===== config.mk =====
export PLATFORM = sky130hd
export DESIGN_NAME = owjm_fifo
export DESIGN_NICKNAME = d
export VERILOG_FILES = /design/src/sv/owjm_pkg.sv /design/src/sv/owjm_fifo.sv
export SDC_FILE = /design/constraint.sdc
export NUM_CORES = 1
export LEC_CHECK = 0
export ABC_AREA = 1
export ABC_CLOCK_PERIOD_IN_PS = 5850
export BUFFER_PORTS_ARGS = -buffer_cell sky130_fd_sc_hd__buf_2
export CORE_UTILIZATION = 45
export CTS_BUF_LIST = sky130_fd_sc_hd__clkbuf_8
export DETAILED_ROUTE_END_ITERATION = 10
export PLACE_DENSITY_LB_ADDON = 0.15
export SLEW_MARGIN = 40
export SYNTH_ARGS = -nofsm -noshare
export SYNTH_HDL_FRONTEND = slang
export SYNTH_SLANG_ARGS = --single-unit

===== constraint.sdc =====
create_clock -name clk -period 5.85 [get_ports clk]
set_input_delay 0.8775 -clock clk [delete_from_list [all_inputs] [get_ports clk]]
set_output_delay 0.8775 -clock clk [all_outputs]
set_load 0.05 [all_outputs]

===== src/sv/owjm_pkg.sv =====
// Shared types and constants for the omni-wheel joystick mixer.
`default_nettype none
package owjm_pkg;

  // Configuration register indexes.
  localparam logic REG_DB_LOW  = 1'b0;
  localparam logic REG_DB_HIGH = 1'b1;

  localparam logic [7:0] DB_LOW_RST  = 8'd116;
  localparam logic [7:0] DB_HIGH_RST = 8'd138;
  localparam logic [7:0] STICK_CENTER = 8'd127;

  // 0.70711 in Q16.
  localparam logic [15:0] DIAG_Q16 = 16'd46341;
  // floor(n/3) == (n*683) >> 11 for n below 2048.
  localparam logic [9:0] RECIP3 = 10'd683;
  localparam int RECIP3_SH = 11;

  localparam int FRAC_BITS = 16;
  localparam int Q_W       = 16;
  localparam int ROOT_W    = 24;
  localparam int SQ_REM_W  = 26;
  localparam int QUO_W     = 24;
  localparam int DIV_REM_W = 25;

  // One classified stick sample: magnitudes and signs of x and y, mapped turn.
  typedef struct packed {
    logic              sx;
    logic              sy;
    logic [7:0]        ax;
    logic [7:0]        ay;
    logic signed [7:0] w;
  } ctx_t;

endpackage
`default_nettype wire


===== src/sv/owjm_fifo.sv =====
// Short queue that decouples the front end from the arithmetic pipeline.
`default_nettype none
module owjm_fifo import owjm_pkg::*; #(
  parameter int DEPTH = 4
) (
  input  wire logic clk,
  input  wire logic rst_n,
  input  wire logic push_valid,
  output logic      push_ready,
  input  ctx_t      push_item,
  output logic      pop_valid,
  input  wire logic pop_ready,
  output ctx_t      pop_item
);

  localparam int PTR_W = (DEPTH > 1) ? $clog2(DEPTH) : 1;
  localparam int CNT_W = $clog2(DEPTH + 1);
  localparam logic [PTR_W-1:0] LAST = PTR_W'(DEPTH - 1);
  localparam logic [CNT_W-1:0] FULL = CNT_W'(DEPTH);

  ctx_t             mem_r [DEPTH];
  logic [PTR_W-1:0] wr_ptr_r;
  logic [PTR_W-1:0] rd_ptr_r;
  logic [CNT_W-1:0] count_r;
  logic             push;
  logic             pop;

  assign push_ready = (count_r != FULL);
  assign pop_valid  = (count_r != '0);
  assign pop_item   = mem_r[rd_ptr_r];
  assign push       = push_valid && push_ready;
  assign pop        = pop_valid && pop_ready;

  always_ff @(posedge clk) begin
    if (!rst_n) begin
      wr_ptr_r <= '0;
      rd_ptr_r <= '0;
      count_r  <= '0;
    end else begin
      if (push) begin
        wr_ptr_r <= (wr_ptr_r == LAST) ? '0 : wr_ptr_r + 1'b1;
      end
      if (pop) begin
        rd_ptr_r <= (rd_ptr_r == LAST) ? '0 : rd_ptr_r + 1'b1;
      end
      if (push && !pop) begin
        count_r <= count_r + 1'b1;
      end else if (pop && !push) begin
        count_r <= count_r - 1'b1;
      end
    end
  end

  always_ff @(posedge clk) begin
    if (push) begin
      mem_r[wr_ptr_r] <= push_item;
    end
  end

  a_count_bound: assert property (@(posedge clk) disable iff (!rst_n)
    count_r <= FULL) else $error("queue count beyond depth");
  a_count_up: assert property (@(posedge clk) disable iff (!rst_n)
    (push && !pop) |=> (count_r == $past(count_r) + 1'b1))
    else $error("queue count did not advance on push");
  a_count_down: assert property (@(posedge clk) disable iff (!rst_n)
    (pop && !push) |=> (count_r == $past(count_r) - 1'b1))
    else $error("queue count did not drop on pop");

endmodule
`default_nettype wire


==> impl_metrics.env <==
export IMPL_status="finished, final reports clean"
export IMPL_cts_buffers=17
export IMPL_cts_tree="yes"
export IMPL_drt_iter0_drc=129
export IMPL_cts_resized=0
export IMPL_post_route_util=0.5619
export IMPL_wl_per_cell_um=15.29
export IMPL_finClkSkew_ps=9.784
export IMPL_post_cts_setup_buffers=0
export IMPL_setup_ws_ps=2895
export IMPL_hold_viol=0
export IMPL_root_buffer="clkbuf_8"
export IMPL_hold_ws_ps=527.0
export IMPL_grt_start_max_net_pins=54
export IMPL_crit_family="flip-flops"
export IMPL_cp_end_kind="output port"
export IMPL_clock_path_buffers=2
export IMPL_io_buffer_count=57
export IMPL_rsz0062_at_grt="false"
export IMPL_grt_overflow=0
export IMPL_slew_headroom=0.6375
export IMPL_clk_latency_ps=410
export IMPL_final_max_slew_viol_count=0
export IMPL_slowest_stage="dfxtp_4"
export IMPL_ys_types=19
export IMPL_die_y_um=100.2
export IMPL_cp_required_ps=4970
export IMPL_insertedDiodeCount=0
export IMPL_drive_gt1_frac=0.2400
export IMPL_max_slew_worst_pin_slew_ps=542.5
export IMPL_avgSynthCellArea_um2=13.52
export IMPL_synth_nets=358
export IMPL_place_congestion=0.6689
export IMPL_setup_violations=0
export IMPL_antenna_found_initial=0
export IMPL_routed_via_density=5.004
export IMPL_fp_dieW_um=100.2
export IMPL_timing_fmax_ghz=0.3384
export IMPL_cts_num_sinks=113
export IMPL_pin_count=58
export IMPL_num_rows=35
export IMPL_grt_pass1_wl_um=12630
export IMPL_core_um2=9284
export IMPL_leakage_nw=1.910
export IMPL_htreeDepth=4
export IMPL_track_usage=0.1758
export IMPL_hold_class="reg -> reg"
export IMPL_num_vias=2647
export IMPL_ant_nets=0
export IMPL_irDropWorstVdd_mv=0.1905
export IMPL_grt_pass1_vias=2555
export IMPL_netlist_area_um2=4340
export IMPL_fp_dieArea_um2=10040
export IMPL_area_growth_syn_to_layout_pct=20.18
export IMPL_drv_cap=0
export IMPL_drt_pass1_iter_count=4
export IMPL_startpoint_type="flop"
export IMPL_power_density_nw_per_um2=517.9
export IMPL_max_stage_delay_ps=690
export IMPL_cp_num_buf_inv=2
export IMPL_routed_wl_um=8087
export IMPL_crit_fanout=53
export IMPL_clkTransAtPathRegs_ps=70
export IMPL_critPathKind="reg -> out"
export IMPL_place_hpwl_um=4737
export IMPL_path_cells="inv_4, o21ai_0, o22ai_1, buf_2"
export IMPL_postCtsHoldBufs=0
export IMPL_fin_crit_ps=2955
export IMPL_crit_arrival_ps=2080
export IMPL_fin_tns_setup_ps=0
export IMPL_yosys_register_bits=113
export IMPL_syn_inst=321
export IMPL_drc=0
export IMPL_initial_core_util=0.4675
export IMPL_pre_cts_slack_ps=3322
export IMPL_yosysSeqAreaShare=0.7610
export IMPL_num_nets_final=424
export IMPL_period_share=0.5052
export IMPL_yosysWarnings=0
-- registers in the layout, summed over array words and instances, names as in the netlist, named ones only --
register  flops
wr_ptr_r      2
count_r       3
mem_r       104
rd_ptr_r      2
-- cells in the mapped netlist --
master | instances | area share
edfxtp_1 | 104 | 0.72
nor2_1 | 67 | 0.058
o21ai_0 | 37 | 0.043
o22ai_1 | 26 | 0.037
o21ai_1 | 17 | 0.020
inv_1 | 15 | 0.013
nand2_1 | 15 | 0.013
dfxtp_1 | 9 | 0.042
buf_2 | 8 | 0.0092
buf_4 | 6 | 0.010
ha_1 | 6 | 0.017
a21oi_1 | 3 | 0.0035
nand3_1 | 2 | 0.0023
buf_6 | 1 | 0.0026
fa_1 | 1 | 0.0046
inv_2 | 1 | 0.00086
inv_4 | 1 | 0.0014
nand3b_1 | 1 | 0.0017
nand4_1 | 1 | 0.0014
-- logic make-up after synthesis --
kind of cell | count (synthesis) | synth area share
flip-flops | 113 | 0.7610
AND/OR/NAND/NOR | 86 | 0.07639
AO/OA/AOI/OAI | 83 | 0.1032
buffers and inverters | 32 | 0.03747
adder cells (fa/ha/maj) | 7 | 0.02191
-- placed cells by master (no fill, tap or decap) --
master / n
buf_16: 3
a21oi_1: 3
bufinv_16: 3
buf_2: 57
nand3b_1: 1
clkinv_4: 1
o22ai_1: 26
nor2_4: 4
clkbuf_8: 17
inv_1: 18
o21ai_0: 37
buf_8: 1
ha_1: 6
inv_2: 1
clkinvlp_4: 2
dfxtp_1: 8
nor2_1: 63
buf_4: 1
nand2_1: 15
edfxtp_1: 104
inv_4: 1
clkinv_1: 2
nand4_1: 1
o21ai_1: 17
fa_1: 1
nand3_1: 2
clkinv_2: 4
dfxtp_4: 1
-- where the power goes --
group	switching (mW)	total, mW	internal (mW)
registers	0.0623	1.05	0.990
logic	0.722	0.946	0.224
clock network	0.293	0.703	0.410
total	1.08	2.70	1.62
-- layout make-up --
type,count,area [um^2]
Timing Repair Buffer,62,390.4
Sequential cell,113,3307
Clock buffer,17,234.0
Tap cell,129,161.4
Multi-Input combinational cell,176,904.6
Inverter,17,66.31
Clock inverter,15,152.6
Fill cell,774,4068
-- per-stage QoR --
step,area (um^2),instances,total power [mW]
final,5216,529,2.701
after global placement,4730,493,1.990
after CTS,5189,528,2.725
after floorplan,4340,321,1.789
after global routing,5216,529,2.839
after detailed placement,4802,496,2.018
-- metal layers --
layer	up-vias	global-route usage	share of wire
li1	1301	-	-
met4	0	0.08473	0.017
met1	1270	0.2171	0.44
met2	65	0.2740	0.49
met5	-	0	0
met3	11	0.06546	0.052
-- tightest hold or removal path: stages (launching register included) --
cell and delay, ps:
dfxtp_1 350, inv_1 80, a21oi_1 60
-- worst paths after layout --
path / startpoint / to / slack (ps) / cells after the start
worst max-delay path: flop / pop_item[14] / 2890 / 4
worst min-delay path: count_r[0] / count_r[0] / 530 / 2
worst max register to register: count_r[1] / count_r[1] / 3670 / 9
worst min register to register: count_r[0] / count_r[0] / 530 / 2
Power figures use the tool's default switching activity.
