[config.mk]
export PLATFORM = sky130hd
export DESIGN_NAME = owjm_front
export DESIGN_NICKNAME = d
export VERILOG_FILES = /design/src/sv/owjm_pkg.sv /design/src/sv/owjm_front.sv
export SDC_FILE = /design/constraint.sdc
export NUM_CORES = 1
export LEC_CHECK = 0
export ABC_CLOCK_PERIOD_IN_PS = 2250
export BUFFER_PORTS_ARGS = -buffer_cell sky130_fd_sc_hd__buf_4
export CAP_MARGIN = 20
export CELL_PAD_IN_SITES_DETAIL_PLACEMENT = 1
export CELL_PAD_IN_SITES_GLOBAL_PLACEMENT = 2
export CORE_ASPECT_RATIO = 0.5
export CORE_MARGIN = 2
export CORE_UTILIZATION = 30
export DETAILED_ROUTE_END_ITERATION = 7
export PLACE_DENSITY = 0.76
export SLEW_MARGIN = 30
export SYNTH_ARGS = -nofsm -noshare
export SYNTH_HDL_FRONTEND = slang
export SYNTH_SLANG_ARGS = --single-unit
[constraint.sdc]
create_clock -name clk -period 2.25 [get_ports clk]
set_clock_uncertainty 0.2 [all_clocks]
set_input_delay 0.45 -clock clk [delete_from_list [all_inputs] [get_ports clk]]
set_output_delay 0.45 -clock clk [all_outputs]
set_load 0.005 [all_outputs]
[src/sv/owjm_pkg.sv]
// Shared types and constants for the omni-wheel joystick mixer.
`default_nettype none
package owjm_pkg;

  // Configuration register indexes.
  localparam logic REG_DB_LOW  = 1'b0;
  localparam logic REG_DB_HIGH = 1'b1;

  localparam logic [7:0] DB_LOW_RST  = 8'd116;
  localparam logic [7:0] DB_HIGH_RST = 8'd138;
  localparam logic [7:0] STICK_CENTER = 8'd127;

  // 0.70711 in Q16.
  localparam logic [15:0] DIAG_Q16 = 16'd46341;
  // floor(n/3) == (n*683) >> 11 for n below 2048.
  localparam logic [9:0] RECIP3 = 10'd683;
  localparam int RECIP3_SH = 11;

  localparam int FRAC_BITS = 16;
  localparam int Q_W       = 16;
  localparam int ROOT_W    = 24;
  localparam int SQ_REM_W  = 26;
  localparam int QUO_W     = 24;
  localparam int DIV_REM_W = 25;

  // One classified stick sample: magnitudes and signs of x and y, mapped turn.
  typedef struct packed {
    logic              sx;
    logic              sy;
    logic [7:0]        ax;
    logic [7:0]        ay;
    logic signed [7:0] w;
  } ctx_t;

endpackage
`default_nettype wire

[src/sv/owjm_front.sv]
// Front end: deadband registers, stick classification and turn mapping.
`default_nettype none
module owjm_front import owjm_pkg::*; (
  input  wire logic       clk,
  input  wire logic       rst_n,
  input  wire logic       cfg_we,
  input  wire logic       cfg_idx,
  input  wire logic [7:0] cfg_wdata,
  input  wire logic       in_valid,
  output logic            in_ready,
  input  wire logic [7:0] stick_x,
  input  wire logic [7:0] stick_y,
  input  wire logic [7:0] turn,
  output logic            fq_valid,
  input  wire logic       fq_ready,
  output ctx_t            fq_item
);

  logic [7:0] db_low_r;
  logic [7:0] db_high_r;
  logic       fr_v_r;
  ctx_t       fr_ctx_r;
  ctx_t       ctx_nxt;
  logic       zx;
  logic       zy;
  logic [8:0] w9;

  always_ff @(posedge clk) begin
    if (!rst_n) begin
      db_low_r  <= DB_LOW_RST;
      db_high_r <= DB_HIGH_RST;
    end else if (cfg_we) begin
      unique case (cfg_idx)
        REG_DB_LOW:  db_low_r  <= cfg_wdata;
        REG_DB_HIGH: db_high_r <= cfg_wdata;
        default: ;
      endcase
    end
  end

  always_comb begin
    zx = (stick_x < db_high_r) && (stick_x > db_low_r);
    zy = (stick_y < db_high_r) && (stick_y > db_low_r);
    if (zx) begin
      ctx_nxt.sx = 1'b0;
      ctx_nxt.ax = 8'd0;
    end else if (stick_x >= STICK_CENTER) begin
      ctx_nxt.sx = 1'b0;
      ctx_nxt.ax = stick_x - STICK_CENTER;
    end else begin
      ctx_nxt.sx = 1'b1;
      ctx_nxt.ax = STICK_CENTER - stick_x;
    end
    // Vertical axis is inverted so that pushing up gives a positive y.
    if (zy) begin
      ctx_nxt.sy = 1'b0;
      ctx_nxt.ay = 8'd0;
    end else if (stick_y > STICK_CENTER) begin
      ctx_nxt.sy = 1'b1;
      ctx_nxt.ay = stick_y - STICK_CENTER;
    end else begin
      ctx_nxt.sy = 1'b0;
      ctx_nxt.ay = STICK_CENTER - stick_y;
    end
    // floor(t*254/255) equals t - 1 for every nonzero byte.
    w9 = {1'b0, turn} - {8'd0, (turn != 8'd0)} - {1'b0, STICK_CENTER};
    ctx_nxt.w = w9[7:0];
  end

  assign in_ready = !fr_v_r || fq_ready;
  assign fq_valid = fr_v_r;
  assign fq_item  = fr_ctx_r;

  always_ff @(posedge clk) begin
    if (!rst_n) begin
      fr_v_r <= 1'b0;
    end else if (in_ready) begin
      fr_v_r <= in_valid;
    end
  end

  always_ff @(posedge clk) begin
    if (in_ready && in_valid) begin
      fr_ctx_r <= ctx_nxt;
    end
  end

endmodule
`default_nettype wire

==> results of run 1 <==
==> path summary, 6_finish.rpt <==
kind / slack [ns] / endpoint / start / depth (start not counted)
worst max-delay path: -0.06 / fq_item[7] / turn[3] / 14
worst min-delay path: 0.20 / db_low_r[4] / cfg_wdata[4] / 3
worst max register to register: 0.10 / fq_item[10] / db_high_r[5] / 7
worst min register to register: 0.27 / db_high_r[4] / db_high_r[4] / 2
==> state kept, by name, indices dropped and copies added, names as in the netlist <==
register / count
fq_valid: 1
db_high_r: 8
db_low_r: 8
fq_item: 26
==> placed cells by master, fill, tap and decap left out, drive strengths merged, types with 2 or more instances in the layout <==
master  netlist  routed
o21bai        4       4
nor2         20      20
clkbuf        3       6
xor2          4       4
o21ai         5       5
nor2b         5       5
o31ai         2       2
a31oi         4       4
edfxtp       26      26
inv          27      25
clkinv        0       2
dfxtp        17      17
a211oi        4       4
xnor2        11      11
nand4         6       6
buf           2      95
nand3         9       9
o211ai        9       9
nand2        37      37
nor3          3       3
ha           44      44
nand2b        4       4
and2          2       2
a21oi        18      19
a21boi       12      12
a211o         2       2
==> timing repair <==
action	4_1_cts	5_1_grt
setup endpoints to repair	1	11
pin swaps	4	16
gates resized for setup	2	15
buffers inserted	0	5
hold endpoints to repair	0	0
cloned	0	1
==> stage by stage <==
step           TNS [ns]  hold slack (ns)  instances  utilization  cell area [sq um]
3_5_place_dp      -2.18            0.267        486        0.418               3690
3_3_place_gp      -1.28            0.255        486        0.418               3690
4_1_cts               0            0.189        493        0.438               3860
5_1_grt          -0.221            0.205        499        0.450               3970
2_1_floorplan   -0.0857            0.243        284            -               2880
6_report        -0.0633            0.197        499        0.450               3970
==> cell type report <==
class	instances	share of cell area
Tap cell	117	0.0368
Multi-Input combinational cell	210	0.416
Inverter	27	0.0346
Timing Repair Buffer	95	0.190
Clock inverter	1	0.00756
Sequential cell	43	0.282
Clock buffer	6	0.0324
==> worst max-delay path, cell delays in order <==
cell and delay [ns]:
buf_12 0.12, inv_16 0.04, ha_4 0.11, nand3_2 0.07, nor3_2 0.20, ha_2 0.24, ha_4 0.14, inv_2 0.04
ha_4 0.16, o21bai_4 0.14, a21oi_4 0.08, o21bai_1 0.14, a21oi_1 0.09, xnor2_1 0.13
==> kinds of logic after synthesis <==
family / after synthesis / share of synthesized area
compound gates: 63 / 0.161
xor+xnor: 15 / 0.0474
fa+ha+maj: 44 / 0.198
buf+inv: 32 / 0.0465
flops: 43 / 0.404
simple gates: 87 / 0.142
==> metal layers <==
metal / wire (microns) / vias up
met5: 0 / -
met4: 70 / 0
met3: 247 / 5
met2: 3880 / 42
met1: 3680 / 1099
li1: - / 1206
==> where the power goes <==
part / switching (W) / leakage [nW] / internal [W]
clock: 0.000290 / 0.0769 / 0.000518
sequential: 0.0000202 / 0.397 / 0.000915
combinational: 0.000284 / 1.25 / 0.000289
==> results.md, run 1 <==
* Status: finished, violations left
* Failing checks: setup timing
* Routed WL per cell at 15.8 microns
* Relative slew margins at 0.721
* Sink Count at 43
* ANT nets after route at 0
* Synth top area share at 0.281
* Sequential Area at 1120 sq um
* GR Util met2 at 0.280
* Ant diodes at 0
* Routed WL at 7.88 mm
* GRT Overall Usage at 0.155
* First-pass GRT wire length at 12.2 mm
* Clock-pin transition on the worst setup and hold timing paths at 0.06 ns
* Total design power at 0.00232 W
* Unrepaired setup endpoints after global routing: yes
* Distinct cells, synth at 36
* Leak Pwr at 1.72 nW
* Synthesized net count at 366
* Max Cap Viol at 0
* Post-synth top cells: ha_1, nand2_1, inv_1
* TritonCTS Buffers at 5
* Die Area at 10100 sq um
* Register area share after synthesis at 0.404
* DR iter-0 viols at 50
* Peak VDD IR at 0.240 mV
* Slew Viols, Final at 0
* Place WS at -0.423 ns
* Fmax at 432 MHz
* Skew-Pair Late Insertion Delay at 0.29 ns
* Worst min path class: input port to register
* Met1 usage at 0.188
* Most used routing layer: met2
* Vias per Instance at 4.71
* Post-DP HPWL at 6.13 mm
* Synth area leaders: edfxtp_1, ha_1, dfxtp_1
* Nets at 464
* Number of global-route vias before repair at 2464
* Starting density of the core at 0.314
* Crit share post-route at 1.03
* Die extent in x at 140 microns
* Depth of the CTS H-tree at 2
* Core box area at 8830 sq um
* Yosys warns at 0
* Synthesized area per cell at 9.77 sq um
* WP data required at 2.08 ns
* First-pass DRT Iterations at 4
* Placement row count at 24
* Global route total overflow at 0
* Worst Setup End Kind: register
* Cell area after synthesis at 2770 sq um
* CTS tree: done
* Die extent in y at 72.0 microns
* Area of the multi-input gates at 1650 sq um
* Clk buf depth at 2
* Worst-path maximum fanout at 2
* Final setup violation count at 1
* CTS root buf: clkbuf_16
* Async SR Flop Fraction at 0
* Worst EP arrival at 2.15 ns
* Final Wtd Congestion at 0.827
* Hold_buf cts at 0
* Commonest register cell after synthesis: edfxtp_1
* Io pins at 66
* Antenna violations before repair at 0
* Fill cell count at 980
* Layout area overhead at 43.3%
* Power Dens Cells at 583 nW/um^2
* Vias at 2352
* Synth Instances at 284
* # DRC at 0
* Fin. Hold Viols at 0
* Largest area contributor in the netlist: edfxtp_1
* Number of flops mapped to enable cells by yosys at 26
* Least-Margin Pin Slew at 0.419 ns
* Post-layout minimum cycle time at 2.31 ns
* Critical path class: input port to register
* CP startpoint kind: input port
* Share of post-route cells with drive strength above 1 at 0.332
* Met3 Use GR at 0.0356
* Largest net degree at the start of global routing at 27
* Most frequent cell after synthesis: ha_1
* Port Buffer Count at 65
* Setup slack after layout at -0.0633 ns
* Yosys reg bits at 43
Note: power is estimated with default switching activity, not from simulation.
==> run 2, diff against run 1 <==
--- a/config.mk
+++ b/config.mk
@@ -11,10 +11,12 @@
 export CELL_PAD_IN_SITES_DETAIL_PLACEMENT = 1
 export CELL_PAD_IN_SITES_GLOBAL_PLACEMENT = 2
 export CORE_ASPECT_RATIO = 0.5
-export CORE_MARGIN = 2
+export CORE_MARGIN = 3
 export CORE_UTILIZATION = 30
 export DETAILED_ROUTE_END_ITERATION = 7
 export PLACE_DENSITY = 0.76
+export REMOVE_ABC_BUFFERS = 1
+export SETUP_SLACK_MARGIN = 0.15
 export SLEW_MARGIN = 30
 export SYNTH_ARGS = -nofsm -noshare
 export SYNTH_HDL_FRONTEND = slang
==> run 2 against run 1 <==
The run now ends clean. Cell count grew 1.4%. Critical path depth unchanged. Hold slack worse by 0.0021 ns. Non-clock buffer count is 6 higher. Die area increased by 4.2%. Clock power shrank 13%. Sequential cell count unchanged. Critical endpoint is now fq_item[6]. Highest routed layer unchanged.
==> results.md, run 2 (synthesis gave the netlist of run 1 again) <==
* CTS tree: done
* GRT Overall Usage at 0.157
* Largest net degree at the start of global routing at 27
* Logic pwr share at 0.289
* Pint at 0.00167 W
* Die extent in y at 74.0 microns
* Vias per Instance at 4.91
* Ant diodes at 0
* Worst EP arrival at 2.06 ns
* Routed WL at 8.46 mm
* Post-layout minimum cycle time at 2.22 ns
* Final setup violation count at 0
* WP data required at 2.08 ns
* Skew-Pair Late Insertion Delay at 0.29 ns
* Post-route cell area at 4240 sq um
* Number of flip-flops under the largest register name at 26
* CTS root buf: clkbuf_16
* Vias at 2482
* CP delay by family, top: adder cells
* Max Cap Viol at 0
* Worst min path class: input port to register
* Number of global-route vias before repair at 2604
* Reg2reg path depth at 8
* Post-Route Utilization at 0.479
* # DRC at 0
* Io pins at 66
* Relative slew margins at 0.729
* Hold_buf cts at 0
* Setup slack after layout at 0.0262 ns
* Critical path class: input port to register
* Sink Count at 43
* Peak VDD IR at 0.270 mV
* Routed WL per cell at 16.7 microns
* Commonest cells after routing, fill and taps aside: buf_4, nand2_1, ha_1
* First-pass DRT Iterations at 4
* DR iter-0 viols at 134
* Share of post-route cells with drive strength above 1 at 0.442
* Most common cell after layout, fill and taps aside: buf_4
* Die Area at 10500 sq um
* Flop pwr share at 0.406
* Crit share post-route at 0.988
* CP startpoint kind: input port
* Buf/Inv on CP at 4
* Port Buffer Count at 65
* Power Dens Cells at 544 nW/um^2
* Worst path cell trace: buf_6 -> inv_4 -> ha_4 -> nand3_4 -> nor3_4 -> ha_2 -> ha_4 -> buf_4 -> buf_6 -> a211oi_4 -> nor2b_1 -> nor2_1 -> o21bai_1 -> xor2_1
* Final Wtd Congestion at 0.810
* Clock power frac at 0.305
* TritonCTS Buffers at 5
* Fmax at 450 MHz
* Switching share of power at 0.276
* Clk buf depth at 2
* Depth of the CTS H-tree at 2
* Post-DP HPWL at 6.32 mm
* Unrepaired setup endpoints after global routing: yes
* Status: finished clean
* Min-delay src: cfg_wdata[1]
* First-pass GRT wire length at 12.8 mm
* Fin. Hold Viols at 0
* Cell depth of the worst setup path at 14
* Setup crit start: turn[2]
* Core box area at 8860 sq um
* CP max-delay cell: a211oi_4
* Clock-pin transition on the worst setup and hold timing paths at 0.06 ns
* Place WS at -0.487 ns
* Leak Pwr at 1.76 nW
* Global route total overflow at 0
* Nets at 470
* Net load switching power at 0.000637 W
* Starting density of the core at 0.313
* Layout area overhead at 52.8%
* Slew Viols, Final at 0
* Least-Margin Pin Slew at 0.406 ns
* Worst-path maximum fanout at 2
* ANT nets after route at 0
* Placed Area at 3580 sq um
* Hold Worst Slack at 0.195 ns
* Antenna violations before repair at 0
* Total design power at 0.00230 W
* Reg-to-reg startpoint: db_low_r[1]
* Worst Setup End Kind: register
* Placement row count at 24
* Die extent in x at 142 microns
* Slowest stage delay, CP at 0.25 ns
* WHS Path Cells at 3
run 2: changes by cell type in the layout (fill, tap and decap cells not counted), sizes merged:
cell      delta
buf          +5
bufinv       -1
clkbuf       +1
clkinv       -1
clkinvlp     +1
inv          +2
run 2: final cells by class:
cell class / instances / area (sq um)
clock inverter: 2 / 12.5
timing repair buffer: 101 / 826
fill: 968 / 4620
inverter: 27 / 116
sequential: 43 / 1120
tap: 117 / 146
clock buffer: 6 / 129
multi-input combinational: 210 / 1880
run 2: final timing paths:
check,end,slack (ns)
worst min register to register,db_low_r[7],0.28
worst min-delay path,db_high_r[1],0.19
worst max register to register,fq_item[15],0.09
worst max-delay path,fq_item[6],0.03
run 2: routing by layer:
layer / wire length (microns) / GRT usage / up-vias
li1: - / - / 1220
met1: 3920 / 0.206 / 1204
met2: 4080 / 0.263 / 50
met3: 372 / 0.0373 / 8
met4: 93 / 0.0415 / 0
met5: 0 / 0 / -
run 2: timing repair:
action | CTS | global route
setup endpoints to repair | 12 | 22
cloned | 1 | 1
buffers inserted | 7 | 4
pin swaps | 22 | 35
resized for setup | 39 | 48
run 2: metrics by stage:
stage,std cells,TNS (ns)
6_report,506,0
5_1_grt,506,-0.104
4_1_cts,502,-0.130
3_5_place_dp,486,-2.20
3_3_place_gp,486,-1.27
2_1_floorplan,279,-0.122
run 2: worst register-to-register path: stages, from the launching register on:
cell and delay (ns):
dfxtp_2 0.35, inv_4 0.06, ha_4 0.26, nor2b_4 0.13
o211ai_1 0.09, a211o_1 0.36, buf_6 0.14, a21oi_4 0.21
a2111oi_4 0.10
run 2: power groups by stage:
stage	Sequential [W]	Clock (W)	Combinational [W]
after detailed placement	0.000952	0	0.000527
after global routing	0.000942	0.000761	0.000730
after CTS	0.000935	0.000724	0.000570
after floorplan	0.000954	0	0.000238
final	0.000936	0.000703	0.000666
after global placement	0.000948	0	0.000498
